## src/rtl/bb3_pkg.sv

```systemverilog
// ----------------------------------------------------------------------------
// bb3_pkg
// Shared types and constants for the 3x3 box blur.
// ----------------------------------------------------------------------------
package bb3_pkg;

  localparam int MAX_WIDTH   = 1024;
  localparam int COL_W       = $clog2(MAX_WIDTH);
  localparam int FW_W        = 11;
  localparam int FH_W        = 12;
  localparam int ROW_W       = FH_W;
  localparam int INC_W       = ((COL_W > FW_W) ? COL_W : FW_W) + 1;
  localparam int CH_W        = 8;
  localparam int PIX_W       = 3 * CH_W;
  localparam int CFG_W       = FH_W;
  localparam int CFG_IDX_W   = 1;
  localparam int SUM_W       = 12;
  localparam int PROD_W      = 24;
  localparam int OFIFO_DEPTH = 5;
  localparam int OFIFO_AW    = $clog2(OFIFO_DEPTH);
  localparam int CREDIT_W    = $clog2(OFIFO_DEPTH + 1);

  localparam logic [CFG_IDX_W-1:0] REG_FRAME_WIDTH  = 1'd0;
  localparam logic [CFG_IDX_W-1:0] REG_FRAME_HEIGHT = 1'd1;

  // reciprocal multipliers for the divide by 3 and by 9
  localparam logic [SUM_W-1:0] RECIP_3       = 12'd2731;
  localparam int               RECIP_3_SHIFT = 13;
  localparam logic [SUM_W-1:0] RECIP_9       = 12'd1821;
  localparam int               RECIP_9_SHIFT = 14;

  typedef enum logic [1:0] {
    DIV_ONE   = 2'd0,
    DIV_THREE = 2'd1,
    DIV_NINE  = 2'd2
  } bb3_div_t;

  typedef logic [2:0][2:0][PIX_W-1:0] bb3_window_t;

  typedef struct packed {
    logic row_above;
    logic row_below;
    logic col_left;
    logic col_right;
    logic last;
  } bb3_mask_t;

  typedef struct packed {
    logic [PIX_W-1:0] pix;
    logic             last;
  } bb3_result_t;

endpackage

```

## src/rtl/bb3_mean.sv

```systemverilog
// ----------------------------------------------------------------------------
// bb3_mean
// Masked 3x3 sum per channel and rounded mean; the sums are registered before the reciprocal divide.
// ----------------------------------------------------------------------------
module bb3_mean (
  input  logic                clk,
  input  logic                rst,
  input  logic                valid_in,
  input  bb3_pkg::bb3_window_t win,
  input  bb3_pkg::bb3_mask_t   mask,
  output logic                valid_out,
  output bb3_pkg::bb3_result_t result
);
  import bb3_pkg::*;

  logic [2:0]             row_ok;
  logic [2:0]             col_ok;
  logic [1:0]             cnt_r;
  logic [1:0]             cnt_c;
  logic [SUM_W-1:0]       sum [3];
  logic [2:0]             add;
  logic [1:0]             shift;
  bb3_div_t               kind;
  logic [SUM_W-1:0]       y_next [3];

  logic                   m_valid;
  logic [SUM_W-1:0]       m_y [3];
  bb3_div_t               m_kind;
  logic                   m_last;
  logic [SUM_W-1:0]       mult;
  logic [PROD_W-1:0]      prod [3];

  always_comb begin
    row_ok = {mask.row_below, 1'b1, mask.row_above};
    col_ok = {mask.col_right, 1'b1, mask.col_left};
    cnt_r  = 2'(mask.row_above) + 2'(mask.row_below);
    cnt_c  = 2'(mask.col_left) + 2'(mask.col_right);
  end

  // n = (cnt_r+1)*(cnt_c+1); mean = floor((2*sum + n) / (2*n))
  always_comb begin
    case ({cnt_r, cnt_c})
      4'b0000: begin add = 3'd0; shift = 2'd0; kind = DIV_ONE;   end
      4'b0001,
      4'b0100: begin add = 3'd1; shift = 2'd1; kind = DIV_ONE;   end
      4'b0010,
      4'b1000: begin add = 3'd1; shift = 2'd0; kind = DIV_THREE; end
      4'b0101: begin add = 3'd2; shift = 2'd2; kind = DIV_ONE;   end
      4'b0110,
      4'b1001: begin add = 3'd3; shift = 2'd1; kind = DIV_THREE; end
      4'b1010: begin add = 3'd4; shift = 2'd0; kind = DIV_NINE;  end
      default: begin add = 3'd0; shift = 2'd0; kind = DIV_ONE;   end
    endcase
  end

  always_comb begin
    for (int ch = 0; ch < 3; ch++) begin
      sum[ch] = '0;
      for (int r = 0; r < 3; r++) begin
        for (int c = 0; c < 3; c++) begin
          if (row_ok[r] && col_ok[c]) begin
            sum[ch] = sum[ch] + SUM_W'(win[r][c][ch*CH_W +: CH_W]);
          end
        end
      end
      y_next[ch] = (sum[ch] + SUM_W'(add)) >> shift;
    end
  end

  always_ff @(posedge clk) begin
    if (rst) begin
      m_valid <= 1'b0;
    end else begin
      m_valid <= valid_in;
    end
  end

  always_ff @(posedge clk) begin
    if (valid_in) begin
      m_y    <= y_next;
      m_kind <= kind;
      m_last <= mask.last;
    end
  end

  always_comb begin
    case (m_kind)
      DIV_THREE: mult = RECIP_3;
      DIV_NINE:  mult = RECIP_9;
      default:   mult = '0;
    endcase
    for (int ch = 0; ch < 3; ch++) begin
      prod[ch] = PROD_W'(m_y[ch]) * PROD_W'(mult);
      case (m_kind)
        DIV_THREE: result.pix[ch*CH_W +: CH_W] = prod[ch][RECIP_3_SHIFT +: CH_W];
        DIV_NINE:  result.pix[ch*CH_W +: CH_W] = prod[ch][RECIP_9_SHIFT +: CH_W];
        default:   result.pix[ch*CH_W +: CH_W] = m_y[ch][CH_W-1:0];
      endcase
    end
    result.last = m_last;
    valid_out   = m_valid;
  end

endmodule

```

## config.mk

```make
export PLATFORM = sky130hd
export DESIGN_NAME = bb3_mean
export DESIGN_NICKNAME = d
export VERILOG_FILES = /design/src/rtl/bb3_pkg.sv /design/src/rtl/bb3_mean.sv
export SDC_FILE = /design/constraint.sdc
export NUM_CORES = 1
export LEC_CHECK = 0
export ABC_AREA = 1
export BUFFER_PORTS_ARGS = -buffer_cell sky130_fd_sc_hd__buf_2
export CELL_PAD_IN_SITES_DETAIL_PLACEMENT = 1
export CELL_PAD_IN_SITES_GLOBAL_PLACEMENT = 1
export CORE_MARGIN = 8
export CORE_UTILIZATION = 31
export CTS_BUF_LIST = sky130_fd_sc_hd__clkbuf_8 sky130_fd_sc_hd__clkbuf_16
export CTS_CLUSTER_SIZE = 28
export DETAILED_ROUTE_END_ITERATION = 7
export PLACE_DENSITY = 0.6
export SETUP_SLACK_MARGIN = 0.3
export SYNTH_ARGS = -nofsm -noshare
export SYNTH_HDL_FRONTEND = slang
export SYNTH_SLANG_ARGS = --single-unit
```

## constraint.sdc

```tcl
create_clock -name clk -period 16.35 [get_ports clk]
set_input_delay 2.4525 -clock clk [delete_from_list [all_inputs] [get_ports clk]]
set_output_delay 2.4525 -clock clk [all_outputs]
set_load 0.01 [all_outputs]
```

==> flow_summary.toml <==
[global_route]
grt_use_total = 0.180
grt_max_degree = 42
grt_pass1_vias = 24500
antenna_found_initial = 36
overflow = 0
grt_pass1_wl_mm = 130

[final_layout]
fillerInstances = 10200
nNetsFinal = 4640
layout_commonest_cell = "nand2_1"
area_growth_pct = 10.6
design_area_mm2 = 0.0271
final_cell_mix = "nand2_1, inv_1, ha_1"
drive_above_1_share = 0.120
regArea_mm2 = 0.00119
multi_input_area_mm2 = 0.0200

[timing]
rsz0062_at_grt = "no"
drv_slew = 0
period_needed_ns = 12.29
fin_crit_sh = 0.752
worst_slew_pin_slew_ns = 1.00
setup_ws_ns = 4.06
hold_ws_ns = 2.31
max_slew_margin = 0.332
finalHoldViolations = 0
clock.fmax_ghz = 0.0813
finalSetupTns_ns = 0
final-setup-viol-count = 0

[critical_path]
cpMostUsedCell = "fa_1"
cp.required_ns = 16.39
path_class = "in -> reg"
cp-start-kind = "primary input"
cp-end-kind = "flip-flop"
critPathArrivalTime_ns = 12.33
critPathMaxStageDelay_ns = 0.60
slowest_stage = "fa_1"
cp_max_fo = 27

[floorplan]
fp.dieW_um = 297
std_cell_rows = 103
die_area_mm2 = 0.0882
die_h_um = 297
ios = 250
initial_core_util = 0.311
core_mm2 = 0.0786

[synth]
synth_seq_cells = 40
synthDistinctLibCells = 57
yosysWarnings = 0
synthCells = 3572
ys_seq_area_frac = 0.0487
syn_nets = 4439
ys.flop_type = "edfxtp_1"
async_flop_share = 0
avgSynthCellArea_um2 = 6.85
synth_area_mm2 = 0.0245
synth_edf_count = 39

[power]
power.leakage_uw = 0.0153
finalPower_uw = 5260
pwr_density_cell_mw_per_mm2 = 194
ir_drop_v = 0.000124

[clock_tree]
tritoncts = "done"
h-tree-depth = 2
numClockSinks = 40
path_clk_slew_ns = 0.07
cts_setup_buffers = 0
cts-buffers-inserted = 5
cts_root_buf = "clkbuf_16"
clockBufferDepth = 2
cts.repair.resized = 0
cts_hold_buffers = 0

[hold_path]
min_to = "valid_out"
hp-class = "in -> reg"
holdPathStages = 2
hp-start = "rst"

[place]
io_buffers = 249
postPlaceCellArea_mm2 = 0.0269
pre_cts_ws_ns = 3.61
gp_congestion = 0.886
place_hpwl_mm = 72.7

[drt]
drcViolationCount = 0
finalWirelength_mm = 80.2
final_antenna_net_count = 0
vias = 22700
drtPass1Iterations = 7
vias_per_cell = 4.69
drt_iter0_markers = 714
wl_per_cell_um = 16.6

[run_status]
status = "complete, no violations"

[flow_run]
maxCapViolCount = 0
cells in the mapped netlist, types with 44 or more instances:
cell | count | area (um2)
a21oi_1 | 202 | 1010
a31oi_1 | 44 | 275
fa_1 | 255 | 5100
ha_1 | 388 | 4850
inv_1 | 780 | 2930
nand2_1 | 792 | 2970
nand2_2 | 60 | 375
nand3_1 | 167 | 836
nor2_1 | 235 | 882
o21ai_0 | 158 | 791
xnor2_1 | 50 | 438
xor2_1 | 65 | 569
area by class of cell:
| cell class | instances | share of cell area |
|---|---|---|
| clock buffer | 5 | 0.00462 |
| tap | 1050 | 0.0485 |
| sequential | 40 | 0.0440 |
| clock inverter | 3 | 0.00171 |
| inverter | 794 | 0.110 |
| multi-input combinational | 2667 | 0.739 |
| timing repair buffer | 265 | 0.0505 |
| antenna | 16 | 0.00148 |
stage by stage:
step | instances | util
2_1_floorplan | 3572 | -
3_3_place_gp | 4816 | 0.342
3_5_place_dp | 4816 | 0.342
4_1_cts | 4824 | 0.344
5_1_grt | 4833 | 0.344
6_report | 4840 | 0.344
flip-flops by register name, indices dropped and copies added, names as in the netlist:
signal and flops:
valid_out 1, m_kind 2, m_last 1, m_y 36
worst max-delay path by stage:
stage | cells after the start | startpoint | end
2_1_floorplan | 44 | mask[4] | m_y[32]
3_5_place_dp | 43 | mask[4] | m_y[33]
3_3_place_gp | 44 | mask[4] | m_y[21]
4_1_cts | 43 | mask[4] | m_y[33]
5_1_grt | 43 | mask[4] | m_y[33]
6_report | 43 | mask[4] | m_y[33]
layer usage:
metal | up-vias | wire length, um | global-route usage | part of all wire
met5 | - | 136 | 0 | 0.0017
met4 | 22 | 974 | 0.0288 | 0.012
met3 | 67 | 2980 | 0.0236 | 0.037
met2 | 252 | 40100 | 0.331 | 0.50
met1 | 10700 | 36000 | 0.224 | 0.45
li1 | 11600 | - | - | -
worst max-delay path, delay by kind of cell:
| kind | cells | cell delay, ns |
|---|---|---|
| AO/OA/AOI/OAI | 11 | 2.21 |
| XOR/XNOR | 1 | 0.23 |
| adder cells (fa/ha/maj) | 9 | 3.82 |
| buffers and inverters | 8 | 1.26 |
| AND/OR/NAND/NOR | 14 | 2.31 |
where the power goes:
part | leakage (uW) | total (uW) | switching (uW) | internal [uW]
clock | 0.0000805 | 117 | 44.3 | 72.6
combinational | 0.0149 | 4900 | 2930 | 1970
sequential | 0.000387 | 241 | 72.3 | 168
total | 0.0153 | 5260 | 3050 | 2210
cell families (layout without fill, tap and decap cells):
kind of cell / Yosys count / after routing / share of synthesized area
other: 0 / 16 / 0
buffers and inverters: 865 / 1067 / 0.134
xor gates and xnor gates: 115 / 115 / 0.0411
DFF: 40 / 40 / 0.0487
muxes: 15 / 15 / 0.00613
AOI/OAI and AO/OA: 513 / 513 / 0.117
and+or+nand+nor: 1381 / 1381 / 0.247
adders and majority gates: 643 / 643 / 0.407
(Power assumes the default switching activity.)
